==> src/rtl/bti_table_ram.sv <==
// Simple dual-port synchronous RAM with a registered read.
module bti_table_ram #(
	parameter int DEPTH = 64,
	parameter int WIDTH = 64
) (
	input  logic                     clk,
	input  logic                     we,
	input  logic [$clog2(DEPTH)-1:0] waddr,
	input  logic [WIDTH-1:0]         wdata,
	input  logic                     re,
	input  logic [$clog2(DEPTH)-1:0] raddr,
	output logic [WIDTH-1:0]         rdata
);

	logic [WIDTH-1:0] mem [DEPTH];

	// Write port
	always_ff @(posedge clk) begin
		if (we) begin
			mem[waddr] <= wdata;
		end
	end

	// Registered read port
	always_ff @(posedge clk) begin
		if (re) begin
			rdata <= mem[raddr];
		end
	end

endmodule

==> config.mk <==
export PLATFORM = sky130hd
export DESIGN_NAME = bti_table_ram
export DESIGN_NICKNAME = d
export VERILOG_FILES = /design/src/rtl/bti_table_ram.sv
export SDC_FILE = /design/constraint.sdc
export NUM_CORES = 2
export LEC_CHECK = 0
export ABC_AREA = 1
export BUFFER_PORTS_ARGS = -buffer_cell sky130_fd_sc_hd__buf_4
export CORE_MARGIN = 1
export CORE_UTILIZATION = 45
export CTS_BUF_LIST = sky130_fd_sc_hd__clkbuf_4 sky130_fd_sc_hd__clkbuf_8 sky130_fd_sc_hd__clkbuf_16
export CTS_CLUSTER_DIAMETER = 150
export CTS_CLUSTER_SIZE = 25
export DETAILED_ROUTE_END_ITERATION = 10
export GPL_TIMING_DRIVEN = 0
export PLACE_DENSITY_LB_ADDON = 0.12
export RECOVER_POWER = 100
export REMOVE_ABC_BUFFERS = 1
export SETUP_SLACK_MARGIN = 0.05
export SLEW_MARGIN = 20
export SYNTH_ARGS = -nofsm -noshare
export SYNTH_HDL_FRONTEND = slang
export SYNTH_SLANG_ARGS = --single-unit
==> constraint.sdc <==
create_clock -name clk -period 20.1 [get_ports clk]
set_input_delay 2.01 -clock clk [delete_from_list [all_inputs] [get_ports clk]]
set_output_delay 2.01 -clock clk [all_outputs]
set_load 0.05 [all_outputs]
==> tab_implementation.tex <==
\begin{tabular}{lr}
\hline
Metric & Value \\
\hline
\multicolumn{2}{l}{\textbf{Run status}} \\
Outcome & complete, but fails checks \\
Violations in the final reports & max-capacitance violations, max-slew violations \\
\multicolumn{2}{l}{\textbf{Timing}} \\
Final count of hold timing violations & 0 \\
Headroom to the max-slew limit & -2.672 \\
Worst Tran Pin Value & $\sim$5500 ps \\
Post-route clock skew & between 30 and 40 ps \\
Final critical-path share of the clock period & 0.6374 \\
Achievable Freq & 78.06 MHz \\
Max Transition Viols Final & 6,127 \\
Number of failing setup endpoints in the final timing report & 0 \\
Post-route worst setup slack & about 7300 ps \\
Final Critical Period & roughly 13,000 ps \\
Unrepaired setup endpoints after global routing & false \\
\multicolumn{2}{l}{\textbf{Die}} \\
Area of the die & roughly 0.37 sq mm \\
Core Footprint & 0.3664 sq mm \\
Initial core utilization & 0.4529 \\
Number of I/O pins & $\sim$140 \\
Horiz. Die Dim & $\sim$610 um \\
Die height & between 600 and 700 um \\
Cell row count & 222 \\
\multicolumn{2}{l}{\textbf{Synth}} \\
Share of synthesized cell area in and, or, nand and nor gates & 0.2178 \\
Dominant combinational cell family by area after synthesis & simple AND/OR/NAND/NOR gates \\
Sequential-to-total area share from yosys stat & 0.7528 \\
\#FFs+latches synth & approximately 4,200 \\
XOR/XNOR Fraction of Synth Area & 0 \\
Distinct cell type count after synthesis & 15 \\
Top post-synthesis cells by count & sky130\_fd\_sc\_hd\_\_nand2\_1, sky130\_fd\_sc\_hd\_\_edfxtp\_1, sky130\_fd\_sc\_hd\_\_nand3\_1 \\
Netlist area before placement & roughly 0.17 sq mm \\
Synth Area in Compound Gates & 0 \\
Leading area contributor after synthesis & sky130\_fd\_sc\_hd\_\_edfxtp\_1 \\
Post-synth EDFFs & 4,160 \\
Cell with the most instances after synthesis & sky130\_fd\_sc\_hd\_\_nand2\_1 \\
Fraction of synthesized cell area taken by the top area cell type & 0.7528 \\
Leading cell types by total area after synthesis & sky130\_fd\_sc\_hd\_\_edfxtp\_1, sky130\_fd\_sc\_hd\_\_nand3\_1, sky130\_fd\_sc\_hd\_\_nand2\_1, sky130\_fd\_sc\_hd\_\_buf\_2, sky130\_fd\_sc\_hd\_\_buf\_4 \\
Most used flip-flop cell after synthesis & sky130\_fd\_sc\_hd\_\_edfxtp\_1 \\
Mux cell area share after synthesis & 0 \\
Yosys warning total & 0 \\
Adder-cell share of the synthesized area & 0 \\
Synthesized area per cell & roughly 12 sq um \\
Cells after synthesis & between 10,000 and 15,000 \\
FFs w/ async S/R, synth & 0 \\
\multicolumn{2}{l}{\textbf{Route}} \\
Number of DRC violations after detailed-routing iteration 0 & 13,020 \\
Via-to-Cell Ratio & slightly below 6 \\
Antenna viol nets, final & 0 \\
DRT Pass-1 Iters & 6 \\
Routed len/inst & around 28 um \\
Total number of vias & 107,500 \\
Final WL & $\sim$510 mm \\
Residual DRC & 0 \\
\multicolumn{2}{l}{\textbf{Clock network}} \\
Post-cts gate resize count & 0 \\
Clk\_lat worst skew & approximately 940 ps \\
Cell at the root of the clock tree & sky130\_fd\_sc\_hd\_\_clkbuf\_16 \\
Clk buf depth & 4 \\
Clk sink count & approximately 4,200 \\
Clock input transition at the sequential cells of the worst setup and hold paths & 100 ps \\
H-Tree Level Count & 4 \\
Count of buffers added by post-CTS timing repair for setup & 0 \\
Quantity of hold-fixing buffers added after cts & 0 \\
Clock tree from TritonCTS & yes \\
CTS Buf Count & approximately 190 \\
\multicolumn{2}{l}{\textbf{Cells and area}} \\
Area Overhead vs Synth & 6.359\% \\
Utilization after layout & 0.4817 \\
Post-layout nets & $\sim$14,000 \\
FILL cells & roughly 32,000 \\
Share of cells above drive strength 1 & 0.02100 \\
\multicolumn{2}{l}{\textbf{GRT}} \\
Total routing resource utilization after global routing & 0.2701 \\
Global route total overflow & 0 \\
Via count of the first global-routing pass & 100,600 \\
Global-route wire length before repair & between 700 and 800 mm \\
Maximum number of pins on one net before global-route repair & about 200 \\
Antenna violations before repair & 19 \\
\multicolumn{2}{l}{\textbf{Hold path}} \\
Worst min-delay path class & register to register \\
\multicolumn{2}{l}{\textbf{Worst setup path}} \\
Delay-heaviest family, CP & buffers and inverters \\
Largest incremental delay on the critical path & 3360 ps \\
Worst path cell trace & buf\_8 -> buf\_16 -> buf\_16 -> buf\_16 -> clkbuf\_1 -> inv\_8 -> clkbuf\_1 -> clkbuf\_1 -> nand3\_1 -> nand3\_1 -> nand3\_1 -> nand2\_1 -> nand2\_1 -> nand2\_1 \\
Arrival time of data at the critical path endpoint & about 14,000 ps \\
Critical setup path kind & primary input to register \\
Largest fanout on the critical path & 71 \\
CP Buf/Inv Count & 8 \\
Nature of the critical path startpoint & primary input \\
Required time of the critical path & around 21,000 ps \\
Crit. End Element & register \\
CP max-delay cell & sky130\_fd\_sc\_hd\_\_clkbuf\_1 \\
\multicolumn{2}{l}{\textbf{Power and ir drop}} \\
Worst ir drop on vdd & roughly 0.000071 V \\
Static power due to leakage & slightly below 60 nW \\
Total power per unit cell area & $\sim$85 mW/mm\^{}2 \\
\multicolumn{2}{l}{\textbf{Placement}} \\
Buffers added on ports & $\sim$140 \\
DP Wirelength & 314.7 mm \\
Placer congestion estimate & roughly 0.71 \\
Post-place setup slack & 12,950 ps \\
\multicolumn{2}{l}{\textbf{Job}} \\
Max-cap violations & 201 \\
\hline
\end{tabular}
path summary, 6_finish.rpt:
path,start,end,slack [ps],cells after the start
worst min register to register,mem[60][16],rdata[16],890,8
worst max-delay path,raddr[2],rdata[37],7290,14
worst max register to register,mem[49][38],rdata[38],18360,8
worst min-delay path,mem[60][16],rdata[16],890,8
through the flow:
step	power [mW]	cells	hold slack, ps	TNS [ps]	instance area (sq um)
2_1_floorplan	10.43	12510	795.9	0	161100
3_3_place_gp	11.06	17470	868.3	-7803640	168200
3_5_place_dp	10.91	18050	874.9	0	179400
4_1_cts	15.08	18250	890.9	0	184300
5_1_grt	15.42	18250	967.8	0	176500
6_report	14.99	18260	885.7	0	176500
sequential cells by signal, summed over array words and instances (netlist names):
register,count
mem,4096
rdata,64
cell families (layout without fill, tap and decap cells):
kind of cell | Yosys count | in the layout
and+or+nand+nor | 8336 | 8336
DFF | 4160 | 4160
buffers and inverters | 909 | 935
other | 0 | 10
area by class of cell:
class / instances / area (sq um) / share of cell area
clock inverter: 8 / 77.57 / 0.0004395
antenna: 10 / 25.02 / 0.0001418
sequential: 4160 / 124900 / 0.7078
clock buffer: 191 / 4780 / 0.02708
timing repair buffer: 724 / 4418 / 0.02503
inverter: 12 / 107.6 / 0.0006097
tap: 4816 / 6026 / 0.03414
multi-input combinational: 8336 / 36150 / 0.2048
power breakdown:
group	switching, mW	total, mW	internal, mW
registers	0.0193	9.64	9.62
logic	0.795	1.05	0.253
clock network	2.59	4.30	1.71
tightest hold or removal path, stage by stage (launching register included):
cell                       delay (ps)
sky130_fd_sc_hd__edfxtp_1         330
sky130_fd_sc_hd__nand2_1           50
sky130_fd_sc_hd__nand3_1           60
sky130_fd_sc_hd__nand3_1           60
sky130_fd_sc_hd__nand3_1           90
sky130_fd_sc_hd__nand3_1           60
sky130_fd_sc_hd__nand2_1           60
sky130_fd_sc_hd__nand2_1           40
sky130_fd_sc_hd__nand2_1           60
cell usage in the layout (no fill, tap or decap), drive strengths merged:
master,instances
nand2,4416
edfxtp,4160
nand3,3847
clkbuf,838
buf,77
nor2,56
inv,20
diode,10
nand4,9
nor4,8
per-layer routing:
layer  up-vias  global-route usage  routed length, um
met1     53950              0.3702             206500
met4        16              0.1049              23260
met2      4926              0.4397             243500
li1      47550                   -                  -
met5         -                   0                 88
met3      1057             0.03603              41610
Power figures use the tool's default switching activity.
