===== src/rtl/bti_pkg.sv =====
// Shared constants, types and state codes of the breakpoint table interpolator.
package bti_pkg;

	// Table geometry
	localparam int TABLE_DEPTH = 64;
	localparam int IDX_W       = $clog2(TABLE_DEPTH);

	// Field widths
	localparam int DATA_W      = 32;
	localparam int ENTRY_IDX_W = 6;
	localparam int ENTRIES_W   = 7;
	localparam int CFG_IDX_W   = 1;
	localparam int CFG_DATA_W  = 7;
	localparam int CLAMP_W     = (IDX_W + 1 > ENTRIES_W) ? IDX_W + 1 : ENTRIES_W;
	localparam int PROD_W      = 2 * DATA_W;
	localparam int STEP_W      = $clog2(DATA_W);

	// Configuration register indexes
	localparam logic [CFG_IDX_W-1:0] CFG_INTERP_MODE    = CFG_IDX_W'(0);
	localparam logic [CFG_IDX_W-1:0] CFG_ENTRIES_IN_USE = CFG_IDX_W'(1);

	// Item functions
	localparam logic FUNC_LOAD   = 1'b0;
	localparam logic FUNC_LOOKUP = 1'b1;

	// Interpolation modes
	localparam logic MODE_STAIR  = 1'b0;
	localparam logic MODE_LINEAR = 1'b1;

	// One table entry as stored in the memory
	typedef struct packed {
		logic [DATA_W-1:0] x;
		logic [DATA_W-1:0] y;
	} bp_entry_t;

	// Request to the multiply and divide unit
	typedef struct packed {
		logic              start;
		logic [DATA_W-1:0] xd;
		logic [DATA_W-1:0] mag;
		logic [DATA_W-1:0] dx;
	} div_req_t;

	// Response of the multiply and divide unit
	typedef struct packed {
		logic              done;
		logic [DATA_W-1:0] quot;
	} div_rsp_t;

	typedef enum logic [2:0] {
		ST_IDLE,
		ST_FIRST,
		ST_LAST,
		ST_SCAN,
		ST_DIV,
		ST_DONE
	} lut_state_t;

	typedef enum logic [1:0] {
		DV_IDLE,
		DV_MUL,
		DV_RUN
	} div_state_t;

endpackage


===== src/rtl/bti_mul_div.sv =====
// Unsigned multiply followed by a 32-step restoring divide: quot = (xd * mag) / dx.
module bti_mul_div import bti_pkg::*; (
	input  logic     clk,
	input  logic     arst_n,
	input  div_req_t req,
	output div_rsp_t rsp
);

	div_state_t        state_q, state_d;
	logic [DATA_W-1:0] a_q, b_q, dx_q, rem_q, quo_q;
	logic [STEP_W-1:0] step_q;
	logic              done_q;
	logic [PROD_W-1:0] prod;
	logic [DATA_W:0]   trial;
	logic [DATA_W:0]   diff;
	logic              fits;
	logic              last_step;

	// Product and one divide step. The quotient fits in DATA_W bits because xd < dx,
	// so the high half of the product is already below dx.
	assign prod      = PROD_W'(a_q) * PROD_W'(b_q);
	assign trial     = {rem_q, quo_q[DATA_W-1]};
	assign diff      = trial - {1'b0, dx_q};
	assign fits      = trial >= {1'b0, dx_q};
	assign last_step = step_q == STEP_W'(DATA_W - 1);

	// Next state
	always_comb begin
		state_d = state_q;
		unique case (state_q)
			DV_IDLE: if (req.start) state_d = DV_MUL;
			DV_MUL:  state_d = DV_RUN;
			DV_RUN:  if (last_step) state_d = DV_IDLE;
			default: state_d = DV_IDLE;
		endcase
	end

	// Control registers
	always_ff @(posedge clk or negedge arst_n) begin
		if (!arst_n) begin
			state_q <= DV_IDLE;
			step_q  <= '0;
			done_q  <= 1'b0;
		end else begin
			state_q <= state_d;
			done_q  <= (state_q == DV_RUN) && last_step;
			if (state_q == DV_MUL) begin
				step_q <= '0;
			end else if (state_q == DV_RUN) begin
				step_q <= step_q + STEP_W'(1);
			end
		end
	end

	// Operand, remainder and quotient registers
	always_ff @(posedge clk) begin
		case (state_q)
			DV_IDLE: begin
				if (req.start) begin
					a_q  <= req.xd;
					b_q  <= req.mag;
					dx_q <= req.dx;
				end
			end
			DV_MUL: begin
				rem_q <= prod[PROD_W-1:DATA_W];
				quo_q <= prod[DATA_W-1:0];
			end
			DV_RUN: begin
				rem_q <= fits ? diff[DATA_W-1:0] : trial[DATA_W-1:0];
				quo_q <= {quo_q[DATA_W-2:0], fits};
			end
			default: ;
		endcase
	end

	assign rsp.done = done_q;
	assign rsp.quot = quo_q;

endmodule


===== config.mk =====
export PLATFORM = sky130hd
export DESIGN_NAME = bti_mul_div
export DESIGN_NICKNAME = d
export VERILOG_FILES = /design/src/rtl/bti_pkg.sv /design/src/rtl/bti_mul_div.sv
export SDC_FILE = /design/constraint.sdc
export NUM_CORES = 2
export LEC_CHECK = 0
export CAP_MARGIN = 20
export CORE_MARGIN = 1.5
export CORE_UTILIZATION = 50
export DETAILED_ROUTE_END_ITERATION = 7
export DONT_BUFFER_PORTS = 1
export HOLD_SLACK_MARGIN = 0.12
export SYNTH_ARGS = -nofsm -noshare
export SYNTH_HDL_FRONTEND = slang
export SYNTH_SLANG_ARGS = --single-unit

===== constraint.sdc =====
create_clock -name clk -period 10.45 [get_ports clk]
set_input_delay 0 -clock clk [delete_from_list [all_inputs] [get_ports clk]]
set_output_delay 0 -clock clk [all_outputs]
set_load 0.01 [all_outputs]

==> results <==
- At the worst endpoint, the required time is 10730 ps.
- A synthesized cell averages 9.49 sq um.
- The synthesized-area fraction occupied by ao, oa, aoi and oai cells is 0.0606.
- The cell taking the most area after synthesis is sky130_fd_sc_hd__fa_1.
- The number of flops mapped to enable cells by yosys is 160.
- The clock skew is 28.2 ps.
- Entering global routing, the biggest net connects 74 pins.
- For the finished layout, the period the worst path requires is 8750 ps.
- For the pin with the worst max-slew slack, the measured transition is 1120 ps.
- The fraction of final layout cells with drive strength greater than 1 is 0.0329.
- The synthesized instance count is 4383.
- The combined buffer and inverter count along the critical path is 3.
- Setup slack on the worst reg-to-reg path comes out at 1700 ps.
- The overall via count from detail_route is 29900.
- The leading cell type in the layout, fill and taps excluded is sky130_fd_sc_hd__inv_1.
- The remaining global-route overflow is 0.
- The startpoint-to-endpoint class of the critical path is flip-flop to flip-flop.
- The portion of netlist area occupied by mux cells is 0.00656.
- Before antenna repair, the detailed router went through 5 iterations.
- The most critical setup path has its startpoint at a_q[15].
- The number of global-route vias before repair was 32200.
- The kind of start point of the critical path is a flip-flop.
- Setup repair after global routing left no endpoint under its margin.
- Of all flip-flops after synthesis, the portion carrying an async set or reset was 0.0476.
- The cell type group with the largest total delay on the critical path is adder cells.
- Yosys attributes the largest share of cell area to sky130_fd_sc_hd__fa_1 43%, sky130_fd_sc_hd__edfxtp_1 12%, sky130_fd_sc_hd__ha_1 9.1%, sky130_fd_sc_hd__and2_1 9.0%, sky130_fd_sc_hd__inv_1 8.2%.
- From bottom edge to top edge, the die measures 291 microns.
- For this run, the post-layout net count is 5723.
- The overall routing resource usage is 0.282.
- Static timing analysis puts the maximum clock frequency at 0.114 GHz.
- The effective utilization at floorplan is 0.506.
- The maximum fanout count along the critical path is 20.
- Using the TritonRoute via totals, the vias-per-cell ratio works out to 5.42.
- The post-route DRC violation count is 0.
- Once detail routing completed, the nets flagged for antenna violations numbered 0.
- The row count is 105.
- The number of stages on the worst setup path is 21.
- The critical register-to-register path startpoint is a_q[15].
- The final number of hold-violating endpoints is 0.
- In the final timing run, aggregate negative setup slack is 0 ps.
- The arrival time reported for the critical path endpoint is 9030 ps.
- The worst register-to-register path ends at rem_q[24].
- No sink is reached through more buffers than the 2 on the longest clock path.
- The number of inserted filler cells in the final layout is 7456.
- Dividing the detail-routed wire length by the instance count gives 20.8 microns.
- The count of placed standard cells in the final layout, fillers left out is 5512.
- In this run the tightest slew margin relative to its limit is 0.254.
- The flow ran to the end, and the final reports show no timing, DRC or antenna violations.
- The number of flip-flops and latches in the synthesized netlist is 168.
- The warning count from the yosys run is 0.
- The routed design uses 59400 microns of met2 wire.
- The number of port buffers is 0.
- The number of gates given a new drive strength after cts is 0.
- The routed length on met1 is 45100 microns.
- The class of the worst hold path is input pin to flip-flop.
- After synthesis the cells add up to 41600 sq um.
- The count of final setup violators is 0.
- The share of synthesized area in the top cell type comes to 0.432.
- The worst setup path is captured at a flip-flop.
- The DRC violation total after the first TritonRoute iteration is 1523.
- The TritonCTS buffer count is 17.
- The total I/O pin count is 132.
- Dividing the final minimum period by the clock period gives 0.837.
- The HPWL after detailed placement is 92000 microns.
- Wires add up to 114000 microns.
- The root buffer selected by CTS is sky130_fd_sc_hd__clkbuf_16.
- The highest cell delay on the worst timing path is 880 ps.
- The synthesized-area fraction occupied by and/or/nand/nor cells is 0.168.
- The first-pass GRT wire length is 182000 microns.
- The origin of the worst min-delay path is req[90].
- The congestion estimate from routability-driven global placement came to 0.878.
- The signal on the critical path passes through buf_4, and2_1, fa_1, fa_1, inv_1, fa_1, fa_1, fa_1, inv_1, fa_1, fa_1, fa_1, ha_1, and3_1, nand4_1, a2111oi_2, o211ai_1, nor3b_1, o311a_1, a211oi_1, o211ai_1.
- The topmost layer with routed signal wires is met5.
- The area growth from synthesis to layout is 8.37%.
- The core footprint is 82200 sq um.
- The worst-path cell with the longest stage delay is sky130_fd_sc_hd__edfxtp_1.
- The clock-pin slew reported for the worst setup and hold paths after clock tree synthesis is 80 ps.
- The number of nets produced by synthesis is 5680.
- The capturing instance or port of the critical path is rem_q[24].
- The cell count after placement is 5291.
- Counting cells, the worst reg-to-reg path comes to 21.
- The number of H-tree levels is 4.
- After synthesis, the largest family of logic cells by area is adder cells.
- For the worst-skew pair, the clock arrives at the later sink with an insertion delay of 550 ps.
- In the detailed route, the total length drawn on met3 is 4660 microns.
- Across the run, the number of max-cap violations was 0.
- Leaving out fill and tap cells, the most frequent cells in the layout are 910 x sky130_fd_sc_hd__inv_1, 897 x sky130_fd_sc_hd__fa_1, 598 x sky130_fd_sc_hd__and2_1.
- The horizontal die dimension is 291 microns.
- The number of antenna violations at the first check in global routing is 4.
- The TritonCTS clock tree is done.
- The max-slew violation count is 0.
- The xor/xnor cell area share of the yosys netlist is 0.0169.
- The floorplan step defined a die boundary enclosing 84900 sq um.
- The cell repeated most along the worst path is sky130_fd_sc_hd__fa_1.
- The number of clock sinks is 168.
- The adder-cell area share of the yosys netlist is 0.522.
- The dominant register cell in the synthesized netlist is sky130_fd_sc_hd__edfxtp_1.
- Synthesis instantiated 81 different standard cells from the library.
- The proportion of synthesized chip area in sequential cells is 0.120.
worst min path at each step:
stage / cells after the start / slack [ps] / endpoint
2_1_floorplan: 0 / -300 / done_q
3_3_place_gp: 0 / -300 / done_q
3_5_place_dp: 0 / -300 / done_q
4_1_cts: 1 / 130 / a_q[26]
5_1_grt: 1 / 140 / a_q[26]
6_report: 1 / 150 / a_q[26]
stage by stage:
| step | hold WS (ps) | setup WS, ps | cell area, sq um | utilization |
|---|---|---|---|---|
| floorplan | -296 | 3090 | 41600 | - |
| global placement | -295 | 1750 | 42600 | 0.518 |
| detailed placement | -295 | 1790 | 42600 | 0.519 |
| CTS | 126 | 1720 | 45100 | 0.548 |
| global route | 137 | 1330 | 45100 | 0.548 |
| finish | 152 | 1700 | 45100 | 0.548 |
timing repair:
action | 4_1_cts | 5_1_grt
hold endpoints to repair | 114 | 0
hold buffers | 186 | 0
buffers inserted | 0 | 0
sequential cells by signal, summed over array words and instances, names as in the netlist:
name and cells:
b_q 32, state_q 2, a_q 32, step_q 5, rem_q 32, dx_q 32, done_q 1, quo_q 32
cells in the mapped netlist, drive strengths merged, types with 10 or more instances:
cell,number
o21bai,12
xnor2,42
clkbuf,233
ha,301
o31ai,11
a21oi,102
nor2b,15
buf,10
edfxtp,160
a211oi,15
nor2,59
nand3,25
nand4,24
o21ai,108
or3,11
a31oi,25
and3,14
a21o,38
o21a,12
nor3,19
nand2,556
xor2,38
mux2,17
inv,911
and2,599
nand2b,12
o211ai,19
fa,897
metal layers:
layer | vias up | GRT usage
li1 | 13400 | -
met1 | 15500 | 0.346
met2 | 751 | 0.501
met3 | 219 | 0.0339
met4 | 4 | 0.119
met5 | - | 0
logic make-up (layout without fill, tap and decap cells):
| group | after synthesis | in the layout |
|---|---|---|
| buffers and inverters | 1154 | 1210 |
| xor gates and xnor gates | 80 | 80 |
| adders and majority gates | 1198 | 1198 |
| and+or+nand+nor | 1362 | 1362 |
| muxes | 24 | 24 |
| DFF | 168 | 168 |
| other | 0 | 3 |
| AOI/OAI and AO/OA | 397 | 397 |
layout make-up:
cell class	count	area [sq um]	share of cell area
diodes	3	7.51	0.000167
clock buffers	18	429	0.00952
clock inverters	14	116	0.00258
inverters	911	3420	0.0759
multi-input cells	3061	32200	0.715
flip-flops and latches	168	5000	0.111
well taps	1070	1340	0.0297
repair buffers	267	2510	0.0557
Power is left out: the tool's default activity adds up to more than one toggle a clock period on the data nets, which glitch-free logic cannot reach.
